`src/hdl/rvbd_pkg.sv`:
```
// rvbd_pkg: result kinds, operation ids and operand format ids for the decoder
// no dependencies
package rvbd_pkg;

  localparam logic [1:0] KIND_OP   = 2'd0;
  localparam logic [1:0] KIND_ILL  = 2'd1;
  localparam logic [1:0] KIND_NONE = 2'd2;

  typedef struct packed {
    logic [1:0] kind;
    logic       comp;
    logic [7:0] op;
    logic [5:0] outer;
    logic [5:0] inner;
    logic [3:0] nbytes;
    logic       amo;
  } dec_res_t;

  // operation ids, dense in this order
  typedef enum logic [7:0] {
    OP_LDS, OP_LD, OP_FP_LD, OP_ST, OP_FP_ST,
    OP_FADD, OP_FSUB, OP_FMUL, OP_FDIV, OP_FSGNJ, OP_FMINMAX, OP_FCVT_FF, OP_FSQRT,
    OP_FCMP, OP_FCVT_FG, OP_FCVT_GF, OP_FMV_FG, OP_FMV_GF,
    OP_ADDI, OP_SLTI, OP_SLTUI, OP_XORI, OP_ORI, OP_ANDI, OP_SLLI, OP_SHFLI, OP_SLOI,
    OP_SBSETI, OP_SBCLRI, OP_SBINVI,
    OP_CLZ, OP_CTZ, OP_PCNT, OP_BMATFLIP, OP_SEXT_B, OP_SEXT_H,
    OP_CRC32_B, OP_CRC32_H, OP_CRC32_W, OP_CRC32_D,
    OP_CRC32C_B, OP_CRC32C_H, OP_CRC32C_W, OP_CRC32C_D,
    OP_FSRI, OP_SRLI, OP_UNSHFLI, OP_SROI, OP_GORCI, OP_SRAI, OP_SBEXTI, OP_RORI, OP_GREVI,
    OP_ADDIW, OP_ADDIWU, OP_SLLIW, OP_SLLIUW, OP_SLOIW, OP_SBSETIW, OP_SBCLRIW, OP_SBINVIW,
    OP_CLZW, OP_CTZW, OP_PCNTW,
    OP_SRLIW, OP_SROIW, OP_GORCIW, OP_SRAIW, OP_SBEXTIW, OP_RORIW, OP_GREVIW,
    OP_FSL, OP_FSR, OP_CMIX, OP_CMOV,
    OP_ADD, OP_SLL, OP_SLT, OP_SLTU, OP_XOR, OP_SRL, OP_OR, OP_AND,
    OP_MUL, OP_MULH, OP_MULHSU, OP_MULHU, OP_DIV, OP_DIVU, OP_REM, OP_REMU, OP_SUB, OP_SRA,
    OP_SHFL, OP_BMATOR, OP_PACK, OP_UNSHFL, OP_BEXT, OP_PACKH, OP_CLMUL, OP_CLMULR,
    OP_CLMULH, OP_MIN, OP_MAX, OP_MINU, OP_MAXU,
    OP_SLO, OP_SH1ADD, OP_SH2ADD, OP_SRO, OP_SH3ADD, OP_SBSET, OP_GORC, OP_ROL, OP_ROR,
    OP_SBINV, OP_GREV,
    OP_XNOR, OP_ORN, OP_ANDN, OP_SBCLR, OP_BMATXOR, OP_PACKU, OP_SBEXT, OP_BDEP, OP_BFP,
    OP_ADDW, OP_SLLW, OP_SRLW, OP_MULW, OP_DIVW, OP_DIVUW, OP_REMW, OP_REMUW, OP_SUBW,
    OP_SRAW,
    OP_ADDUW, OP_SHFLW, OP_PACKW, OP_UNSHFLW, OP_BEXTW, OP_ADDWU, OP_CLMULW, OP_CLMULRW,
    OP_CLMULHW,
    OP_SLOW, OP_SH1ADDUW, OP_SH2ADDUW, OP_SROW, OP_SH3ADDUW, OP_SBSETW, OP_GORCW, OP_ROLW,
    OP_RORW, OP_SBINVW, OP_GREVW,
    OP_SUBUW, OP_SBCLRW, OP_PACKUW, OP_SBEXTW, OP_BDEPW, OP_BFPW, OP_SUBWU,
    OP_BEQ, OP_BNE, OP_BLT, OP_BGE, OP_BLTU, OP_BGEU,
    OP_PRIV, OP_CSRRW, OP_CSRRS, OP_CSRRC, OP_CSRRWI, OP_CSRRSI, OP_CSRRCI,
    OP_AMOADD, OP_AMOSWAP, OP_LR, OP_SC, OP_AMOXOR, OP_AMOAND, OP_AMOOR, OP_AMOMIN,
    OP_AMOMAX, OP_AMOMINU, OP_AMOMAXU,
    OP_JALR, OP_LUI, OP_FENCE, OP_AUIPC, OP_FMADD, OP_FMSUB, OP_FNMSUB, OP_FNMADD,
    OP_TRAP, OP_JAL
  } op_num_t;

  localparam logic [7:0] OP_ILLEGAL = 8'hff;

  // operand format ids
  localparam logic [5:0] FMT_NONE = 6'd0, FMT_FPR_TO_GPR = 6'd1, FMT_GPR_TO_FPR = 6'd2;
  localparam logic [5:0] FMT_CSR = 6'd3, FMT_CSRI = 6'd4, FMT_C_JR = 6'd5, FMT_C_MOV = 6'd6;
  localparam logic [5:0] FMT_C_JALR = 6'd7, FMT_C_ADD = 6'd8, FMT_C_ADDI16SP = 6'd9;
  localparam logic [5:0] FMT_CI_SIMM_LUI = 6'd10, FMT_CS = 6'd11, FMT_CB_SHIFT = 6'd12;
  localparam logic [5:0] FMT_CB_ANDI = 6'd13, FMT_I = 6'd14, FMT_F_I = 6'd15, FMT_U = 6'd16;
  localparam logic [5:0] FMT_S = 6'd17, FMT_F_S = 6'd18, FMT_R = 6'd19, FMT_F_R = 6'd20;
  localparam logic [5:0] FMT_B = 6'd21, FMT_J = 6'd22, FMT_C_ADDI4SPN = 6'd23;
  localparam logic [5:0] FMT_C_FLD = 6'd24, FMT_C_LW = 6'd25, FMT_C_LD = 6'd26;
  localparam logic [5:0] FMT_C_FSD = 6'd27, FMT_C_SW = 6'd28, FMT_C_SD = 6'd29;
  localparam logic [5:0] FMT_CI_SIMM = 6'd30, FMT_C_LI = 6'd31, FMT_C_J = 6'd32;
  localparam logic [5:0] FMT_CB = 6'd33, FMT_CI_UIMM = 6'd34, FMT_C_FLDSP = 6'd35;
  localparam logic [5:0] FMT_C_LWSP = 6'd36, FMT_C_LDSP = 6'd37, FMT_C_FSDSP = 6'd38;
  localparam logic [5:0] FMT_C_SWSP = 6'd39, FMT_C_SDSP = 6'd40;

  // register-register ops, key is {funct7, funct3}; OP_ILLEGAL when unlisted
  function automatic logic [7:0] pair64(input logic [9:0] k);
    logic [7:0] r;
    unique case (k)
      {7'd0, 3'd0}: r = OP_ADD;    {7'd0, 3'd1}: r = OP_SLL;
      {7'd0, 3'd2}: r = OP_SLT;    {7'd0, 3'd3}: r = OP_SLTU;
      {7'd0, 3'd4}: r = OP_XOR;    {7'd0, 3'd5}: r = OP_SRL;
      {7'd0, 3'd6}: r = OP_OR;     {7'd0, 3'd7}: r = OP_AND;
      {7'd1, 3'd0}: r = OP_MUL;    {7'd1, 3'd1}: r = OP_MULH;
      {7'd1, 3'd2}: r = OP_MULHSU; {7'd1, 3'd3}: r = OP_MULHU;
      {7'd1, 3'd4}: r = OP_DIV;    {7'd1, 3'd5}: r = OP_DIVU;
      {7'd1, 3'd6}: r = OP_REM;    {7'd1, 3'd7}: r = OP_REMU;
      {7'd32, 3'd0}: r = OP_SUB;   {7'd32, 3'd5}: r = OP_SRA;
      {7'd4, 3'd1}: r = OP_SHFL;   {7'd4, 3'd3}: r = OP_BMATOR;
      {7'd4, 3'd4}: r = OP_PACK;   {7'd4, 3'd5}: r = OP_UNSHFL;
      {7'd4, 3'd6}: r = OP_BEXT;   {7'd4, 3'd7}: r = OP_PACKH;
      {7'd5, 3'd1}: r = OP_CLMUL;  {7'd5, 3'd2}: r = OP_CLMULR;
      {7'd5, 3'd3}: r = OP_CLMULH; {7'd5, 3'd4}: r = OP_MIN;
      {7'd5, 3'd6}: r = OP_MAX;    {7'd5, 3'd5}: r = OP_MINU;
      {7'd5, 3'd7}: r = OP_MAXU;
      {7'd16, 3'd1}: r = OP_SLO;   {7'd16, 3'd2}: r = OP_SH1ADD;
      {7'd16, 3'd4}: r = OP_SH2ADD; {7'd16, 3'd5}: r = OP_SRO;
      {7'd16, 3'd6}: r = OP_SH3ADD; {7'd20, 3'd1}: r = OP_SBSET;
      {7'd20, 3'd5}: r = OP_GORC;  {7'd48, 3'd1}: r = OP_ROL;
      {7'd48, 3'd5}: r = OP_ROR;   {7'd52, 3'd1}: r = OP_SBINV;
      {7'd52, 3'd5}: r = OP_GREV;
      {7'd32, 3'd4}: r = OP_XNOR;  {7'd32, 3'd6}: r = OP_ORN;
      {7'd32, 3'd7}: r = OP_ANDN;
      {7'd36, 3'd1}: r = OP_SBCLR; {7'd36, 3'd3}: r = OP_BMATXOR;
      {7'd36, 3'd4}: r = OP_PACKU; {7'd36, 3'd5}: r = OP_SBEXT;
      {7'd36, 3'd6}: r = OP_BDEP;  {7'd36, 3'd7}: r = OP_BFP;
      default: r = OP_ILLEGAL;
    endcase
    return r;
  endfunction

  function automatic logic [7:0] pair32(input logic [9:0] k);
    logic [7:0] r;
    unique case (k)
      {7'd0, 3'd0}: r = OP_ADDW;   {7'd0, 3'd1}: r = OP_SLLW;
      {7'd0, 3'd5}: r = OP_SRLW;   {7'd1, 3'd0}: r = OP_MULW;
      {7'd1, 3'd4}: r = OP_DIVW;   {7'd1, 3'd5}: r = OP_DIVUW;
      {7'd1, 3'd6}: r = OP_REMW;   {7'd1, 3'd7}: r = OP_REMUW;
      {7'd32, 3'd0}: r = OP_SUBW;  {7'd32, 3'd5}: r = OP_SRAW;
      {7'd4, 3'd0}: r = OP_ADDUW;  {7'd4, 3'd1}: r = OP_SHFLW;
      {7'd4, 3'd4}: r = OP_PACKW;  {7'd4, 3'd5}: r = OP_UNSHFLW;
      {7'd4, 3'd6}: r = OP_BEXTW;  {7'd5, 3'd0}: r = OP_ADDWU;
      {7'd5, 3'd1}: r = OP_CLMULW; {7'd5, 3'd2}: r = OP_CLMULRW;
      {7'd5, 3'd3}: r = OP_CLMULHW;
      {7'd16, 3'd1}: r = OP_SLOW;  {7'd16, 3'd2}: r = OP_SH1ADDUW;
      {7'd16, 3'd4}: r = OP_SH2ADDUW; {7'd16, 3'd5}: r = OP_SROW;
      {7'd16, 3'd6}: r = OP_SH3ADDUW; {7'd20, 3'd1}: r = OP_SBSETW;
      {7'd20, 3'd5}: r = OP_GORCW; {7'd48, 3'd1}: r = OP_ROLW;
      {7'd48, 3'd5}: r = OP_RORW;  {7'd52, 3'd1}: r = OP_SBINVW;
      {7'd52, 3'd5}: r = OP_GREVW;
      {7'd36, 3'd0}: r = OP_SUBUW; {7'd36, 3'd1}: r = OP_SBCLRW;
      {7'd36, 3'd4}: r = OP_PACKUW; {7'd36, 3'd5}: r = OP_SBEXTW;
      {7'd36, 3'd6}: r = OP_BDEPW; {7'd36, 3'd7}: r = OP_BFPW;
      {7'd37, 3'd0}: r = OP_SUBWU;
      default: r = OP_ILLEGAL;
    endcase
    return r;
  endfunction

endpackage

```
`src/hdl/rvbd_full_dec.sv`:
```
// rvbd_full_dec: combinational decode of a 32-bit instruction word
// depends on rvbd_pkg
module rvbd_full_dec (
  input  logic [31:0]             instr,
  output rvbd_pkg::dec_res_t      res
);
  import rvbd_pkg::*;

  logic [4:0] opc, key, low;
  logic [2:0] f3;
  logic [6:0] f7;
  logic [7:0] pop;

  assign opc = instr[6:2];
  assign f3  = instr[14:12];
  assign key = instr[31:27];
  assign low = instr[24:20];
  assign f7  = instr[31:25];

  always_comb begin
    res = '0;
    res.kind = KIND_NONE;
    pop = OP_ILLEGAL;
    unique case (opc)
      5'o00: begin
        res.outer = FMT_I;
        if (f3 == 3'd7) begin
          res.kind = KIND_ILL;
        end else begin
          res.kind = KIND_OP;
          res.op = (f3 < 3'd3) ? OP_LDS : OP_LD;
          unique case (f3[1:0])
            2'd0: res.nbytes = 4'd1;
            2'd1: res.nbytes = 4'd2;
            2'd2: res.nbytes = 4'd4;
            default: res.nbytes = 4'd8;
          endcase
        end
      end
      5'o01, 5'o11: begin
        res.outer = opc[3] ? FMT_F_S : FMT_F_I;
        if (f3 == 3'd2 || f3 == 3'd3) begin
          res.kind = KIND_OP;
          res.op = opc[3] ? OP_FP_ST : OP_FP_LD;
          res.nbytes = f3[0] ? 4'd8 : 4'd4;
        end else begin
          res.kind = KIND_ILL;
        end
      end
      5'o03: begin res.kind = KIND_OP; res.op = OP_FENCE; end
      5'o04: begin
        res.outer = FMT_I;
        res.kind = KIND_OP;
        unique case (f3)
          3'd0: res.op = OP_ADDI;
          3'd2: res.op = OP_SLTI;
          3'd3: res.op = OP_SLTUI;
          3'd4: res.op = OP_XORI;
          3'd6: res.op = OP_ORI;
          3'd7: res.op = OP_ANDI;
          3'd1: begin
            unique case (key)
              5'd0: res.op = OP_SLLI;
              5'd1: res.op = OP_SHFLI;
              5'd4: res.op = OP_SLOI;
              5'd5: res.op = OP_SBSETI;
              5'd9: res.op = OP_SBCLRI;
              5'd13: res.op = OP_SBINVI;
              5'd12: begin
                if (low <= 5'd5) res.op = OP_CLZ + {3'd0, low};
                else if (low[4:2] == 3'b100) res.op = OP_CRC32_B + {6'd0, low[1:0]};
                else if (low[4:2] == 3'b110) res.op = OP_CRC32C_B + {6'd0, low[1:0]};
                else res.kind = KIND_ILL;
              end
              default: res.kind = KIND_ILL;
            endcase
          end
          default: begin
            if (instr[26]) begin
              res.op = OP_FSRI;
            end else begin
              unique case (key)
                5'd0: res.op = OP_SRLI;
                5'd1: res.op = OP_UNSHFLI;
                5'd4: res.op = OP_SROI;
                5'd5: res.op = OP_GORCI;
                5'd8: res.op = OP_SRAI;
                5'd9: res.op = OP_SBEXTI;
                5'd12: res.op = OP_RORI;
                5'd13: res.op = OP_GREVI;
                default: res.kind = KIND_ILL;
              endcase
            end
          end
        endcase
      end
      5'o05: begin res.outer = FMT_U; res.kind = KIND_OP; res.op = OP_AUIPC; end
      5'o06: begin
        res.outer = FMT_I;
        res.kind = KIND_OP;
        unique case (f3)
          3'd0: res.op = OP_ADDIW;
          3'd4: res.op = OP_ADDIWU;
          3'd1: begin
            unique case (key)
              5'd0: res.op = OP_SLLIW;
              5'd1: res.op = OP_SLLIUW;
              5'd4: res.op = OP_SLOIW;
              5'd5: res.op = OP_SBSETIW;
              5'd9: res.op = OP_SBCLRIW;
              5'd13: res.op = OP_SBINVIW;
              5'd12: begin
                if (low <= 5'd2) res.op = OP_CLZW + {3'd0, low};
                else res.kind = KIND_ILL;
              end
              default: res.kind = KIND_NONE;
            endcase
          end
          3'd5: begin
            if (instr[26]) begin
              res.op = OP_FSRI;
            end else begin
              unique case (key)
                5'd0: res.op = OP_SRLIW;
                5'd4: res.op = OP_SROIW;
                5'd5: res.op = OP_GORCIW;
                5'd8: res.op = OP_SRAIW;
                5'd9: res.op = OP_SBEXTIW;
                5'd12: res.op = OP_RORIW;
                5'd13: res.op = OP_GREVIW;
                default: res.kind = KIND_ILL;
              endcase
            end
          end
          default: res.kind = KIND_ILL;
        endcase
      end
      5'o10: begin
        res.outer = FMT_S;
        if (!f3[2]) begin
          res.kind = KIND_OP;
          res.op = OP_ST;
          res.nbytes = 4'd1 << f3[1:0];
        end
      end
      5'o13: begin
        res.outer = FMT_R;
        if (f3[2]) begin
          res.kind = KIND_ILL;
        end else begin
          res.nbytes = 4'd1 << f3[1:0];
          res.kind = KIND_OP;
          res.amo = (key != 5'd2);
          unique case (key)
            5'd0: res.op = OP_AMOADD;
            5'd1: res.op = OP_AMOSWAP;
            5'd2: res.op = OP_LR;
            5'd3: res.op = OP_SC;
            5'd4: res.op = OP_AMOXOR;
            5'h0c: res.op = OP_AMOAND;
            5'h08: res.op = OP_AMOOR;
            5'h10: res.op = OP_AMOMIN;
            5'h14: res.op = OP_AMOMAX;
            5'h18: res.op = OP_AMOMINU;
            5'h1c: res.op = OP_AMOMAXU;
            default: res.kind = KIND_NONE;
          endcase
        end
      end
      5'o14, 5'o16: begin
        res.outer = FMT_R;
        res.kind = KIND_OP;
        // funnel shifts, and cmix/cmov on the 64-bit side only
        if (f7[1:0] == 2'b10 || (!opc[1] && f7[1:0] == 2'b11)) begin
          if (f3 == 3'd1) res.op = f7[0] ? OP_CMIX : OP_FSL;
          else if (f3 == 3'd5) res.op = f7[0] ? OP_CMOV : OP_FSR;
          else res.kind = KIND_ILL;
        end else begin
          pop = opc[1] ? pair32({f7, f3}) : pair64({f7, f3});
          if (pop == OP_ILLEGAL) res.kind = KIND_ILL;
          else res.op = pop;
        end
      end
      5'o15: begin res.outer = FMT_U; res.kind = KIND_OP; res.op = OP_LUI; end
      5'o20, 5'o21, 5'o22, 5'o23: begin
        res.outer = FMT_F_R;
        res.kind = KIND_OP;
        res.op = OP_FMADD + {6'd0, opc[1:0]};
      end
      5'o24: begin
        res.outer = FMT_F_R;
        res.kind = KIND_OP;
        unique case (key)
          5'd0, 5'd1, 5'd2, 5'd3, 5'd4, 5'd5: res.op = OP_FADD + {3'd0, key};
          5'd8: res.op = OP_FCVT_FF;
          5'd11: res.op = OP_FSQRT;
          5'd20: begin res.inner = FMT_FPR_TO_GPR; res.op = OP_FCMP; end
          5'd24: begin res.inner = FMT_FPR_TO_GPR; res.op = OP_FCVT_FG; end
          5'd26: begin res.inner = FMT_GPR_TO_FPR; res.op = OP_FCVT_GF; end
          5'd28: begin res.inner = FMT_FPR_TO_GPR; res.op = OP_FMV_FG; end
          5'd30: begin res.inner = FMT_GPR_TO_FPR; res.op = OP_FMV_GF; end
          default: res.kind = KIND_ILL;
        endcase
      end
      5'o30: begin
        res.outer = FMT_B;
        if (f3[2]) begin
          res.kind = KIND_OP; res.op = OP_BLT + {6'd0, f3[1:0]};
        end else if (!f3[1]) begin
          res.kind = KIND_OP; res.op = OP_BEQ + {7'd0, f3[0]};
        end
      end
      5'o31: begin res.outer = FMT_I; res.kind = KIND_OP; res.op = OP_JALR; end
      5'o32: begin res.kind = KIND_OP; res.op = OP_TRAP; end
      5'o33: begin res.outer = FMT_J; res.kind = KIND_OP; res.op = OP_JAL; end
      5'o34: begin
        if (f3 == 3'd0) begin
          res.kind = KIND_OP; res.op = OP_PRIV;
        end else if (!f3[2]) begin
          res.kind = KIND_OP; res.inner = FMT_CSR;
          res.op = OP_CSRRW + {6'd0, f3[1:0] - 2'd1};
        end else if (f3 != 3'd4) begin
          res.kind = KIND_OP; res.inner = FMT_CSRI;
          res.op = OP_CSRRWI + {6'd0, f3[1:0] - 2'd1};
        end
      end
      default: res.kind = KIND_ILL;
    endcase
  end
endmodule

```
`src/hdl/rvbd_rvc_dec.sv`:
```
// rvbd_rvc_dec: combinational decode of a 16-bit compressed instruction
// depends on rvbd_pkg
module rvbd_rvc_dec (
  input  logic [15:0]             instr,
  output rvbd_pkg::dec_res_t      res
);
  import rvbd_pkg::*;

  logic [2:0] msel, s2;

  assign msel = {instr[12], instr[11:7] != 5'd0, instr[6:2] != 5'd0};
  assign s2   = {instr[12], instr[6:5]};

  always_comb begin
    res = '0;
    res.comp = 1'b1;
    res.kind = KIND_OP;
    unique case ({instr[1:0], instr[15:13]})
      5'o00: begin res.outer = FMT_C_ADDI4SPN; res.op = OP_ADDI; end
      5'o01: begin res.outer = FMT_C_FLD; res.op = OP_FP_LD; res.nbytes = 4'd8; end
      5'o02: begin res.outer = FMT_C_LW; res.op = OP_LDS; res.nbytes = 4'd4; end
      5'o03: begin res.outer = FMT_C_LD; res.op = OP_LD; res.nbytes = 4'd8; end
      5'o05: begin res.outer = FMT_C_FSD; res.op = OP_FP_ST; res.nbytes = 4'd8; end
      5'o06: begin res.outer = FMT_C_SW; res.op = OP_ST; res.nbytes = 4'd4; end
      5'o07: begin res.outer = FMT_C_SD; res.op = OP_ST; res.nbytes = 4'd8; end
      5'o10: begin res.outer = FMT_CI_SIMM; res.op = OP_ADDI; end
      5'o11: begin res.outer = FMT_CI_SIMM; res.op = OP_ADDIW; end
      5'o12: begin res.outer = FMT_C_LI; res.op = OP_ADDI; end
      5'o13: begin
        // rd zero is reserved here
        if (instr[11:7] == 5'd0) res.kind = KIND_ILL;
        else if (instr[11:7] == 5'd2) begin
          res.inner = FMT_C_ADDI16SP; res.op = OP_ADDI;
        end else begin
          res.inner = FMT_CI_SIMM_LUI; res.op = OP_LUI;
        end
      end
      5'o14: begin
        unique case (instr[11:10])
          2'd0: begin res.inner = FMT_CB_SHIFT; res.op = OP_SRLI; end
          2'd1: begin res.inner = FMT_CB_SHIFT; res.op = OP_SRAI; end
          2'd2: begin res.inner = FMT_CB_ANDI; res.op = OP_ANDI; end
          default: begin
            res.inner = FMT_CS;
            unique case (s2)
              3'd0: res.op = OP_SUB;
              3'd1: res.op = OP_XOR;
              3'd2: res.op = OP_OR;
              3'd3: res.op = OP_AND;
              3'd4: res.op = OP_SUBW;
              3'd5: res.op = OP_ADDW;
              default: begin res.kind = KIND_NONE; res.inner = FMT_NONE; end
            endcase
          end
        endcase
      end
      5'o15: begin res.outer = FMT_C_J; res.op = OP_JAL; end
      5'o16: begin res.outer = FMT_CB; res.op = OP_BEQ; end
      5'o17: begin res.outer = FMT_CB; res.op = OP_BNE; end
      5'o20: begin res.outer = FMT_CI_UIMM; res.op = OP_SLLI; end
      5'o21: begin res.outer = FMT_C_FLDSP; res.op = OP_FP_LD; res.nbytes = 4'd8; end
      5'o22: begin res.outer = FMT_C_LWSP; res.op = OP_LDS; res.nbytes = 4'd4; end
      5'o23: begin res.outer = FMT_C_LDSP; res.op = OP_LD; res.nbytes = 4'd8; end
      5'o24: begin
        unique case (msel)
          3'd2: begin res.inner = FMT_C_JR; res.op = OP_JALR; end
          3'd3: begin res.inner = FMT_C_MOV; res.op = OP_ADD; end
          3'd6: begin res.inner = FMT_C_JALR; res.op = OP_JALR; end
          3'd7: begin res.inner = FMT_C_ADD; res.op = OP_ADD; end
          default: res.kind = KIND_ILL;
        endcase
      end
      5'o25: begin res.outer = FMT_C_FSDSP; res.op = OP_FP_ST; res.nbytes = 4'd8; end
      5'o26: begin res.outer = FMT_C_SWSP; res.op = OP_ST; res.nbytes = 4'd4; end
      5'o27: begin res.outer = FMT_C_SDSP; res.op = OP_ST; res.nbytes = 4'd8; end
      default: res.kind = KIND_ILL;
    endcase
  end
endmodule

```
`src/hdl/rv64gc_bitmanip_instruction_decoder.sv`:
```
// rv64gc_bitmanip_instruction_decoder: top level, input register, decode, result register
// depends on rvbd_pkg, rvbd_full_dec, rvbd_rvc_dec
//
// channel   dir  handshake            payload
// in_       in   in_valid/in_ready    in_instr_word
// out_      out  out_valid/out_ready  out_result_kind .. out_amo_store
//
// one transaction a cycle while out_ready holds; input register, then result register
// rate set by the single decode pass between the two registers
// rst_n (synchronous) empties both stages
// a stalled result holds its stage; the input stage stays ready while the decode stage can move
module rv64gc_bitmanip_instruction_decoder (
  input  logic        clk,
  input  logic        rst_n,
  input  logic        in_valid,
  output logic        in_ready,
  input  logic [31:0] in_instr_word,
  output logic        out_valid,
  input  logic        out_ready,
  output logic [1:0]  out_result_kind,
  output logic        out_is_compressed,
  output logic [7:0]  out_op_number,
  output logic [5:0]  out_outer_format,
  output logic [5:0]  out_inner_format,
  output logic [3:0]  out_access_bytes,
  output logic        out_amo_store
);
  import rvbd_pkg::*;

  logic        ivld_r, ovld_r;
  logic [31:0] iw_r;
  dec_res_t    full_res, rvc_res, dec_nxt, res_r;
  logic        adv, take;

  rvbd_full_dec u_full (.instr(iw_r), .res(full_res));
  rvbd_rvc_dec  u_rvc  (.instr(iw_r[15:0]), .res(rvc_res));

  always_comb begin
    dec_nxt = (iw_r[1:0] != 2'b11) ? rvc_res : full_res;
    if (dec_nxt.kind != KIND_OP) begin
      dec_nxt.op  = '0;
      dec_nxt.amo = 1'b0;
    end
  end

  assign adv      = !ovld_r || out_ready;
  assign in_ready = !ivld_r || adv;
  assign take     = in_valid && in_ready;

  always_ff @(posedge clk) begin
    if (!rst_n) begin
      ivld_r <= 1'b0;
      ovld_r <= 1'b0;
    end else begin
      if (in_ready) ivld_r <= in_valid;
      if (adv) ovld_r <= ivld_r;
    end
  end

  always_ff @(posedge clk) begin
    if (take) iw_r <= in_instr_word;
    if (adv && ivld_r) res_r <= dec_nxt;
  end

  assign out_valid         = ovld_r;
  assign out_result_kind   = res_r.kind;
  assign out_is_compressed = res_r.comp;
  assign out_op_number     = res_r.op;
  assign out_outer_format  = res_r.outer;
  assign out_inner_format  = res_r.inner;
  assign out_access_bytes  = res_r.nbytes;
  assign out_amo_store     = res_r.amo;

  a_hold: assert property (@(posedge clk) disable iff (!rst_n)
    out_valid && !out_ready |=> out_valid && $stable(res_r))
    else $error("result changed while stalled");
  a_amo_op: assert property (@(posedge clk) disable iff (!rst_n)
    out_valid && out_amo_store |-> out_result_kind == KIND_OP)
    else $error("amo flag on a non-operation");
  a_flow: assert property (@(posedge clk) disable iff (!rst_n)
    ivld_r && adv |=> out_valid)
    else $error("decoded transaction lost");
endmodule
```
`config.mk`:
```
export PLATFORM = sky130hd
export DESIGN_NAME = rv64gc_bitmanip_instruction_decoder
export DESIGN_NICKNAME = d
export VERILOG_FILES = /design/src/hdl/rvbd_pkg.sv /design/src/hdl/rvbd_full_dec.sv /design/src/hdl/rvbd_rvc_dec.sv /design/src/hdl/rv64gc_bitmanip_instruction_decoder.sv
export SDC_FILE = /design/constraint.sdc
export NUM_CORES = 1
export LEC_CHECK = 0
export CAP_MARGIN = 25
export CORE_MARGIN = 1
export CORE_UTILIZATION = 65
export CTS_BUF_LIST = sky130_fd_sc_hd__clkbuf_4 sky130_fd_sc_hd__clkbuf_8
export CTS_CLUSTER_DIAMETER = 60
export DETAILED_ROUTE_END_ITERATION = 7
export DONT_BUFFER_PORTS = 1
export HOLD_SLACK_MARGIN = 0.02
export PLACE_DENSITY = 0.81
export SLEW_MARGIN = 30
export SYNTH_ARGS = -nofsm -noshare
export SYNTH_HDL_FRONTEND = slang
export SYNTH_SLANG_ARGS = --single-unit
```
`constraint.sdc`:
```
create_clock -name clk -period 7.38 [get_ports clk]
set_clock_uncertainty 0.2 [all_clocks]
set_input_delay 0 -clock clk [delete_from_list [all_inputs] [get_ports clk]]
set_output_delay 0 -clock clk [all_outputs]
set_load 0.1 [all_outputs]
```
==> Word level (Yosys, flattened, before mapping) <==
Index checks and enable logic that the tools add are counted.
{ "totals": {"out_inout_bits": 30, "elab_cells": 327, "ff_bits": 62, "in_bits": 36} }
{ "op_classes": {"n_addsub": 11, "shifts": 1, "n_eq_ne": 142, "n_reduce_logical": 57, "magnitude_cmp": 3, "bitwise": 1, "mux": 102} }
{ "ops": {"columns": ["cell", "n"], "rows": [
  ["case mux 8 bit (51 select lines)", 1],
  ["case mux 8 bit (37 select lines)", 1],
  ["two-way mux 8 bit", 25],
  ["== test 10 x 9 -> 1 bit (second input constant)", 17],
  ["case mux 8 bit (7 select lines)", 3],
  ["== test 10 x 6 -> 1 bit (second input constant)", 15],
  ["case mux 8 bit (17 select lines)", 1],
  ["== test 5 bit (second input constant)", 24],
  ["case mux 6 bit (18 select lines)", 1],
  ["case mux 8 bit (13 select lines)", 1],
  ["case mux 6 bit (8 select lines)", 2],
  ["== test 5 x 4 -> 1 bit (second input constant)", 19],
  ["case mux 8 bit (11 select lines)", 1],
  ["== test 10 x 4 -> 1 bit (second input constant)", 8],
  ["== test 10 x 8 -> 1 bit (second input constant)", 7],
  ["case mux 8 bit (8 select lines)", 1],
  ["case mux 7 bit (7 select lines)", 1],
  ["case mux 8 bit (6 select lines)", 1],
  ["== test 10 x 3 -> 1 bit (second input constant)", 4],
  ["== test 5 x 3 -> 1 bit (second input constant)", 8],
  ["two-way mux 2 bit", 17],
  ["adder 8 x 2 -> 8 bit (first input constant)", 4],
  ["case mux 4 bit (4 select lines)", 2],
  ["case mux 8 bit (4 select lines)", 1],
  ["other kinds (60)", 152]
]} }

==> Depth between registers and ports, before layout <==
Gate-level depths: netlist of run 1.
{ "depth": {"depth_word": 13, "ltp_mapped": 14, "mapped_depth_nobuf": 10} }

==> Modules after synthesis <==
From an unflattened synthesis of run 1, not the netlist that was laid out.
{ "hier_totals": {"cells_unflattened": 898, "hier_area_um2": 7208.2} }
{ "modules_own_cells": {"columns": ["mod", "area_each_um2", "instances", "seq_area_each_um2", "cells_each"], "rows": [
  ["rvbd_full_dec", 3901.2, 1, 0.0, 633],
  ["rv64gc_bitmanip_instruction_decoder", 2422.3, 1, 1841.8, 125],
  ["rvbd_rvc_dec", 884.6, 1, 0.0, 140]
]} }

==> Worst setup path before layout of run 1 <==
Ideal clock, no wire load.
{ "synth_path": {"kind": "register to register", "start": "register iw_r[13]", "end": "register res_r, in the netlist out_op_number[0] (data pin)", "required_time_ps": 6901, "slack_ps": 3640, "n_path_buf": 2, "arrival_ps": 3261, "period_less_slack_ps": 3740, "setup_time_ps": 279, "stages_incl_launch_ff": 13, "cell_sequence": "edfxtp_1 buf_1 clkinv_1 ha_1 buf_6 mux2_4 o2111a_1 a311oi_2 nor3b_4 nand4_2 o21a_2 o41ai_4 nor3_1"} }
{ "synth_between": {"elab_chain_cells": 11, "elab_cells_between_ends": 138, "classes_between": "1 x order compare; 85 x eq/ne; 39 x mux; 13 x reduce/logical"} }
{ "synth_rtl": {"columns": ["element", "line_no", "source"], "rows": [
  ["start, declared", "rv64gc_bitmanip_instruction_decoder.sv:31", "logic [31:0] iw_r;"],
  ["start signal, assigned", "rv64gc_bitmanip_instruction_decoder.sv:61", "if (take) iw_r <= in_instr_word;"],
  ["== test 10 x 9 -> 1 bit (tied with other cells)", "rvbd_pkg.sv:76, rvbd_pkg.sv:111", null],
  ["case mux 8 bit (51 select lines) / case mux 8 bit (37 select lines) (equally long branches)", "rvbd_pkg.sv:76, rvbd_pkg.sv:111", null],
  ["two-way mux 8 bit", "rvbd_full_dec.sv:174", "if (f7[1:0] == 2'b10 || (!opc[1] && f7[1:0] == 2'b11)) begin"],
  ["two-way mux 8 bit", "rvbd_full_dec.sv:24", "unique case (opc)"],
  ["two-way mux 8 bit", "rvbd_full_dec.sv:179", "pop = opc[1] ? pair32({f7, f3}) : pair64({f7, f3});"],
  ["== test 8 bit", "rvbd_full_dec.sv:180", "if (pop == OP_ILLEGAL) res.kind = KIND_ILL;"],
  ["two-way mux 1 bit", "rvbd_full_dec.sv:180", null],
  ["two-way mux 2 bit", "rvbd_full_dec.sv:174", null],
  ["case mux 2 bit (11 select lines)", "rvbd_full_dec.sv:24", null],
  ["two-way mux 28 bit *", "rv64gc_bitmanip_instruction_decoder.sv:39", "dec_nxt = (iw_r[1:0] != 2'b11) ? rvc_res : full_res;"],
  ["nonzero test 2 bit", "rv64gc_bitmanip_instruction_decoder.sv:40", "if (dec_nxt.kind != KIND_OP) begin"],
  ["end signal, assigned", "rv64gc_bitmanip_instruction_decoder.sv:62", "if (adv && ivld_r) res_r <= dec_nxt;"],
  ["end, declared", "rv64gc_bitmanip_instruction_decoder.sv:32", "dec_res_t full_res, rvc_res, dec_nxt, res_r;"]
]} }
Every way passes the cells marked *; elsewhere a longest branch is shown, timed or not. The select of a mux whose other input is x is not followed.
A chain may end at the register's enable or synchronous reset.

==> Worst setup path in the final report of run 1 <==
{ "layout_path": {"start": "register iw_r[12]", "end": "register res_r, in the netlist out_op_number[3] (data pin)"} }
Same word-level chain as after synthesis.

==> results of run 1 <==
critical path, stage by stage (launching register included):
cell and delay (ps):
edfxtp_1 830, clkinv_1 510, ha_1 670, nor3_1 610, o22ai_1 180, a221oi_1 340
and3_1 270, nand4_2 170, o21a_2 210, o41ai_4 550, nor3_1 180
metrics by stage:
stage | instances | utilization [%] | setup slack (ps) | hold WS (ps)
after CTS | 961 | 70.4 | 2600 | 53.7
final | 962 | 70.7 | 2400 | 55.8
after detailed placement | 921 | 66.2 | 2570 | -101
after global placement | 921 | 66.2 | 2600 | -101
after floorplan | 846 | - | 3640 | -101
after global routing | 962 | 70.7 | 2280 | 61.2
synthesized netlist by cell type (6+ instances only):
cell,count
nor4_1,8
o32ai_1,6
o2111ai_1,7
a221oi_1,11
o211ai_1,9
buf_2,17
nor3_1,42
o22ai_1,13
buf_1,9
o21a_1,9
and2_1,6
nor2_1,78
and3_1,9
inv_1,25
clkbuf_1,38
nand4_1,9
nand2_1,86
o21ai_0,52
nand3_1,31
a21oi_1,54
edfxtp_1,54
nor2b_1,22
a31oi_1,21
nand2b_1,18
or3_1,10
ha_1,26
a211oi_1,16
nand3b_1,6
state kept, by name (all words and copies together), names as in the netlist:
signal / flops
out_inner_format: 4
out_outer_format: 6
out_amo_store: 1
out_valid: 1
ivld_r: 1
out_access_bytes: 4
iw_r: 28
out_op_number: 8
out_result_kind: 2
out_is_compressed: 1
worst max path at each step:
stage	from	end	slack (ps)	cells past startpoint
2_1_floorplan	iw_r[13]$_DFFE_PP_	out_op_number[0]$_SDFFCE_PP0P_	3640	12
5_1_grt	iw_r[12]$_DFFE_PP_	out_op_number[3]$_SDFFCE_PP0P_	2280	10
4_1_cts	iw_r[12]$_DFFE_PP_	out_op_number[3]$_SDFFCE_PP0P_	2600	10
6_report	iw_r[12]$_DFFE_PP_	out_op_number[3]$_SDFFCE_PP0P_	2400	10
3_5_place_dp	iw_r[12]$_DFFE_PP_	out_op_number[3]$_SDFFCE_PP0P_	2570	10
3_3_place_gp	iw_r[12]$_DFFE_PP_	out_op_number[3]$_SDFFCE_PP0P_	2600	10
cells in the final DEF (no fill, tap or decap), types with 25 or more instances in the layout:
master,count
nor3_1,42
ha_1,26
dlygate4sd3_1,32
inv_1,25
edfxtp_1,54
a21oi_1,54
nor2_1,78
nand3_1,31
nand2_1,86
o21ai_0,52
per-layer routing:
metal / GRT usage [%] / vias up / share of wire [%]
met3: 11.3 / 129 / 14
met2: 68.0 / 700 / 43
li1: - / 3203 / -
met5: 0 / - / 0
met4: 21.1 / 0 / 5.3
met1: 63.7 / 3390 / 38
power breakdown:
group          internal, mW  leakage [nW]  switching (mW)
registers             0.371         0.530          0.0849
clock network        0.0687        0.0485           0.126
logic                0.0878          1.71           0.178
total                 0.527          2.29           0.389
area by class of cell:
cell class	count	share of cell area [%]
Clock inverter	3	0.328
Multi-Input combinational cell	691	64.3
Timing Repair Buffer	45	6.19
Sequential cell	56	24.2
Inverter	29	1.58
Clock buffer	5	1.00
Tap cell	133	2.42
logic make-up (layout without fill, tap and decap cells):
logic type	Yosys count	count (layout)	share of synthesized area, %
AO/OA/AOI/OAI	283	283	30.8
XOR/XNOR	9	9	1.22
adder cells (fa/ha/maj)	26	26	5.02
buffers and inverters	99	82	6.43
flip-flops	56	56	25.6
multiplexers	7	7	1.20
other	1	2	0.0578
AND/OR/NAND/NOR	364	364	29.6
==> metrics.txt, run 1 <==
status=complete, but fails checks; violated checks=DRC; Final Net Count=890; share of the synthesized area in the top cell type=25.0%; unrepaired setup endpoints after global routing=no; clock period minus final worst setup slack=4980 ps; post-route setup TNS=0 ps; largest fanout on the critical path=20; Reg2Reg Setup Slack=2400 ps; Post-Layout Inst Area=6880 um2; startpoint types=flip-flop; routed len/inst=24.6 um; CTS H-tree depth=2; Power per Cell Area=133 nW/um2; reg-to-reg endpoint=out_op_number[3]$_SDFFCE_PP0P_; # IOs=66; n_diodes=0; dominant cells by area after synthesis=edfxtp_1 (25%), ha_1 (5.0%), nand2_1 (5.0%); Reg clk slew, reported paths=approximately 140 ps; share of layout cells above drive strength 1=6.39%; largest net degree at the start of global routing=69; FF-to-FF path depth=10; Clock Path Buffers=2; die area=a little over 10000 um2; syn avg cell area=approximately 7.7 um2; Detail Placement HPWL=between 15000 and 20000 um; Synthesis Warnings=0; Synth cell types=101; CTS Buf Count=5; Overall Global Routing Usage=46.2%; Final Hold Viols=0; mapped cell area=6480 um2; Root Buffer=clkbuf_8; Sink Count=56; antenna violations before repair=0; fmax=0.201 GHz; hold worst-path end=iw_r[14]$_DFFE_PP_; gpl congestion=1.10; die height=102 um; CORE AREA=between 9000 and 10000 um2; number of remaining DRC errors=3; Primary FF master, synth=edfxtp_1; # Post-CTS Setup Buffers=0; Pwr Total=917 uW; max-cap violation count=0; Worst Hold Depth=1; CTS tree=done; relative slew slack=roughly a third; Seq/Total Area, Yosys=25.6%; endpoints failing setup=0; PostCTS Resize Cnt=0; Worst Path Required=approximately 7300 ps; asr flop ratio synth=0%; placed instance area=6440 um2; critical path class=flip-flop to flip-flop; multi-input logic area=4420 um2; crit share post-route=67.5%; Routed WL=23700 um; # hold bufs at CTS=32; Via density=7.72; Reg2Reg Launch Point=iw_r[12]$_DFFE_PP_; via count=7422; maximum vdd drop=0.102 mV; 1st-iter DRT viols=1296; Hold Crit Class=primary input to flip-flop; vias in the first global route=6693; EDFF count, synth=54; grt ovf=0; Core Rows=36; Cells after Synth=845; max-slew violation count=0; Worst Hold Launch=in_instr_word[14]; I/O Buffers=0; #FFs+latches synth=56; Area growth syn-to-layout=6.06%; initial core utilization=66.6%; Pleak=between 2 and 2.5 nW; worst-skew pair later-pin latency=360 ps; Worst Setup End Kind=flip-flop; Critical Path AT=a little under 5000 ps; post-synth top area cell=edfxtp_1; first-pass GRT wire length=36600 um; Die X=102 um; drt first pass iters=8; ANT nets after route=0; Seq. cell area=~1700 um2; Fillers=824; Slew @ Worst Pin=between 900 and 1000 ps
Note: power is estimated with default switching activity, not from simulation.
==> run 2, diff against run 1 <==
==> constraint.sdc (replaced) <==
create_clock -name clk -period 5.15 [get_ports clk]
set_clock_uncertainty 0.2 [all_clocks]
set_input_delay 0 -clock clk [delete_from_list [all_inputs] [get_ports clk]]
set_output_delay 0 -clock clk [all_outputs]
set_load 0.1 [all_outputs]
==> metrics.txt, run 2 (synthesized netlist as in run 1, its figures left out) <==
vias in the first global route=about 6800; CTS Buf Count=5; crit share post-route=between 80% and 90%; maximum vdd drop=0.144 mV; number of remaining DRC errors=13; Slew @ Worst Pin=964 ps; startpoint types=flip-flop; gpl congestion=approximately 1.2; die height=between 100 and 150 um; Worst Path Required=5010 ps; relative slew slack=35.2%; Die X=102 um; violated checks=DRC; Clock Path Buffers=2; Reg clk slew, reported paths=130 ps; largest net degree at the start of global routing=34; endpoints failing setup=0; unrepaired setup endpoints after global routing=no; share of layout cells above drive strength 1=a little under 8%; number of flip-flops in the largest register=28; post-route setup TNS=0 ps; Overall Global Routing Usage=45.8%; Final Hold Viols=0; Post-Layout Inst Area=6970 um2; I/O Buffers=0; Seq. cell area=1660 um2; Root Buffer=clkbuf_8; # IOs=66; max-cap violation count=0; Routed WL=23600 um; routed len/inst=24.2 um; CTS H-tree depth=2; CORE AREA=9730 um2; placed cell count=just over 900; multi-input logic area=roughly 4400 um2; Hold Crit Class=primary input to flip-flop; status=complete, but fails checks; n_diodes=0; worst-skew pair later-pin latency=340 ps; 1st-iter DRT viols=1284; Detail Placement HPWL=16800 um; first-pass GRT wire length=36200 um; Sink Count=56; drt first pass iters=8; Area growth syn-to-layout=7.53%; largest fanout on the critical path=20; initial core utilization=around two thirds; final cell count without fillers=976; die area=slightly above 10000 um2; # Post-CTS Setup Buffers=0; most frequent CP cell=nor3_1; Worst Setup End Kind=flip-flop; antenna violations before repair=0; grt ovf=0; Critical Path AT=4390 ps; clock period minus final worst setup slack=4530 ps; Via density=approximately 7.8; Final Net Count=904; critical path class=flip-flop to flip-flop; # hold bufs at CTS=32; ANT nets after route=0; Power per Cell Area=between 150 and 200 nW/um2; CP max-delay cell=ha_1; max-slew violation count=0; Reg with most FFs=iw_r; Core Rows=36; slowest cell delay on critical path=690 ps; fmax=between 0.2 and 0.25 GHz; most frequent cells in the layout=nand2_1 (86), nor2_1 (78), a21oi_1 (54), edfxtp_1 (54), o21ai_0 (52); PostCTS Resize Cnt=0; Pleak=about 2.4 nW; crit-path cells=clkinv_1, ha_1, nor3_1, o22ai_1, a221oi_1, and3_1, nand4_2, o21a_2, o41ai_4, nor3_1; CTS tree=done; commonest non-fill, non-tap cell in the layout=nand2_1; via count=7576; Fillers=801; placed instance area=6540 um2
-- run 2: metal layers --
metal  up-vias  share of wire (%)  GRT usage (%)
li1       3214                  -              -
met1      3404                 38           62.7
met2       783                 42           68.6
met3       175                 14           10.5
met4         0                5.4           21.6
met5         -                  0              0
-- run 2: final cells by class --
type / count / area share [%]
Multi-Input combinational cell: 691 / 63.3
Inverter: 29 / 1.56
Tap cell: 133 / 2.39
Clock buffer: 5 / 0.987
Timing Repair Buffer: 59 / 7.56
Clock inverter: 3 / 0.395
Sequential cell: 56 / 23.8
-- run 2: critical path: cells and delay by family (launching register included) --
family	cells	cell delay [ps]
flip-flops	1	430
buffers and inverters	1	440
adder cells (fa/ha/maj)	1	690
AO/OA/AOI/OAI	4	1340
AND/OR/NAND/NOR	4	1140
-- run 2: per-stage QoR --
stage | utilization [%] | worst slack [ps] | hold slack [ps] | power (mW)
finish | 71.6 | 625 | 67.3 | 1.32
global route | 71.6 | 601 | 64.7 | 1.36
CTS | 71.5 | 832 | 70.6 | 1.30
detailed placement | 67.2 | 914 | -101 | 1.01
global placement | 67.2 | 1030 | -101 | 0.994
floorplan | - | 1410 | -101 | 0.909
-- run 2: final timing paths --
check                           slack, ps  cells past startpoint                        endpoint               start
worst min-delay path                   70                      1              iw_r[28]$_DFFE_PP_   in_instr_word[28]
worst min register to register        470                      2   out_inner_format[0]$_DFFE_PP_   iw_r[8]$_DFFE_PP_
worst max register to register        620                     10  out_op_number[3]$_SDFFCE_PP0P_  iw_r[13]$_DFFE_PP_
worst max-delay path                  620                     10  out_op_number[3]$_SDFFCE_PP0P_  iw_r[13]$_DFFE_PP_
-- run 2: report_power, final --
| part | internal [mW] | switching, mW |
|---|---|---|
| registers | 0.531 | 0.130 |
| logic | 0.132 | 0.248 |
| clock network | 0.101 | 0.181 |
| total | 0.764 | 0.559 |
==> run 3, diff against run 2 <==
==> constraint.sdc (replaced) <==
create_clock -name clk -period 5.4 [get_ports clk]
set_clock_uncertainty 0.2 [all_clocks]
set_input_delay 0 -clock clk [delete_from_list [all_inputs] [get_ports clk]]
set_output_delay 0 -clock clk [all_outputs]
set_load 0.1 [all_outputs]
==> metrics.txt, run 3 (synthesized netlist as in run 1, its figures left out) <==
Critical Path AT=4250 ps; clock period minus final worst setup slack=4390 ps; CP max-delay cell=edfxtp_1; Reg clk slew, reported paths=140 ps; switching share of power=42.6%; CP delay by family, top=compound AO/OA/AOI/OAI gates; Overall Global Routing Usage=47.2%; CTS Buf Count=5; Comb power frac=28.3%; Via density=about 7.7; Pleak=about 2.3 nW; CTS H-tree depth=2; crit-path cells=inv_1, ha_1, nor2_1, a2111o_1, a2bb2oi_1, o311ai_0, or4_1, a221oi_1, o311a_1, nor3_2; Reg with most FFs=iw_r; slowest cell delay on critical path=630 ps; Fillers=around 800; unrepaired setup endpoints after global routing=no; GR Util met2=between 70% and 80%; relative slew slack=about 29%; first-pass GRT wire length=37300 um; post-route setup TNS=0 ps; startpoint types=flip-flop; GRT met3 Usage=9.71%; die height=102 um; via count=7510; Hold Crit Class=primary input to flip-flop; Die X=102 um; Core Rows=36; share of layout cells above drive strength 1=7.72%; fmax=0.228 GHz; max-slew violation count=0; PostCTS Resize Cnt=0; routed len/inst=about 25 um; max-cap violation count=0; gpl congestion=1.10; critical path class=flip-flop to flip-flop; drt first pass iters=8; die area=10400 um2; Seq pwr share=between 50% and 60%; largest net degree at the start of global routing=34; ANT nets after route=0; final cell count without fillers=975; Routed WL=24100 um; multi-input logic area=around 4400 um2; maximum vdd drop=0.156 mV; # IOs=66; commonest non-fill, non-tap cell in the layout=nand2_1; GR Util met1=63.6%; 1st-iter DRT viols=1192; n_diodes=0; most frequent cells in the layout=nand2_1 (86), nor2_1 (78), a21oi_1 (54), edfxtp_1 (54), o21ai_0 (52); Final Hold Viols=0; placed cell count=around 940; number of flip-flops in the largest register=28; antenna violations before repair=0; Area growth syn-to-layout=7.33%; CORE AREA=9730 um2; Slew @ Worst Pin=between 1000 and 1500 ps; violated checks=DRC; endpoints failing setup=0; Cell Int Power=between 700 and 800 uW; Most Used Layer, Global Route=met2; Sink Count=56; largest fanout on the critical path=14; worst-skew pair later-pin latency=350 ps; Worst Path Required=5260 ps; grt ovf=0; Sw Pwr=approximately 540 uW; Root Buffer=clkbuf_8; initial core utilization=66.6%; Power per Cell Area=182 nW/um2; Seq. cell area=1660 um2; CTS tree=done; worst path bufs/invs=1; Worst Setup End Kind=flip-flop; Final Net Count=903; clock share of power=21.5%; crit share post-route=between 80% and 90%; number of remaining DRC errors=25; status=complete, but fails checks; Detail Placement HPWL=17000 um; Clock Path Buffers=2; I/O Buffers=0; vias in the first global route=6799
[run 3: cell types whose count changed in the layout (fill, tap and decap cells not counted)]
cell / before / now
buf_6: 1 / 0
clkinv_4: 1 / 0
clkinvlp_4: 1 / 2
[run 3: stage by stage]
stage          total power, mW  hold slack (ps)  worst slack (ps)  area [um2]  util [%]
2_1_floorplan            0.867             -101              1660        6490         -
3_3_place_gp             0.951             -101              1530        6540      67.2
3_5_place_dp             0.959             -101              1410        6540      67.2
4_1_cts                   1.23             67.9              1340        6960      71.5
5_1_grt                   1.30             71.8              1070        6960      71.5
6_report                  1.27             60.1              1010        6960      71.5
[run 3: final cells by class]
type	count	area share [%]
clock buffers	5	0.989
clock inverters	3	0.378
inverters	29	1.56
multi-input cells	691	63.4
flip-flops and latches	56	23.9
well taps	133	2.39
repair buffers	58	7.41
[run 3: timing repair]
item	4_1_cts	5_1_grt
setup endpoints to repair	0	0
buffers inserted	0	0
endpoints found under the hold margin	37	0
hold buffers	32	0
[run 3: worst paths after layout]
| check | to | from | slack, ps | cells after the start |
|---|---|---|---|---|
| max | out_op_number[1]$_SDFFCE_PP0P_ | iw_r[3]$_DFFE_PP_ | 1010 | 10 |
| min | iw_r[20]$_DFFE_PP_ | in_instr_word[20] | 60 | 1 |
| max reg2reg | out_op_number[1]$_SDFFCE_PP0P_ | iw_r[3]$_DFFE_PP_ | 1010 | 10 |
| min reg2reg | out_inner_format[0]$_DFFE_PP_ | iw_r[8]$_DFFE_PP_ | 500 | 2 |
[run 3: routing by layer]
metal	share of wire, %	vias to the layer above
met5	0	-
met4	6.0	0
met3	15	162
met2	43	776
met1	36	3357
li1	-	3215
[run 3: power groups by stage]
stage                     sequential (mW)  clock, mW  combinational [mW]
after floorplan                     0.611          0               0.256
after global placement              0.640          0               0.311
after global routing                0.640      0.282               0.375
after CTS                           0.632      0.263               0.337
after detailed placement            0.642          0               0.316
final                               0.635      0.273               0.359
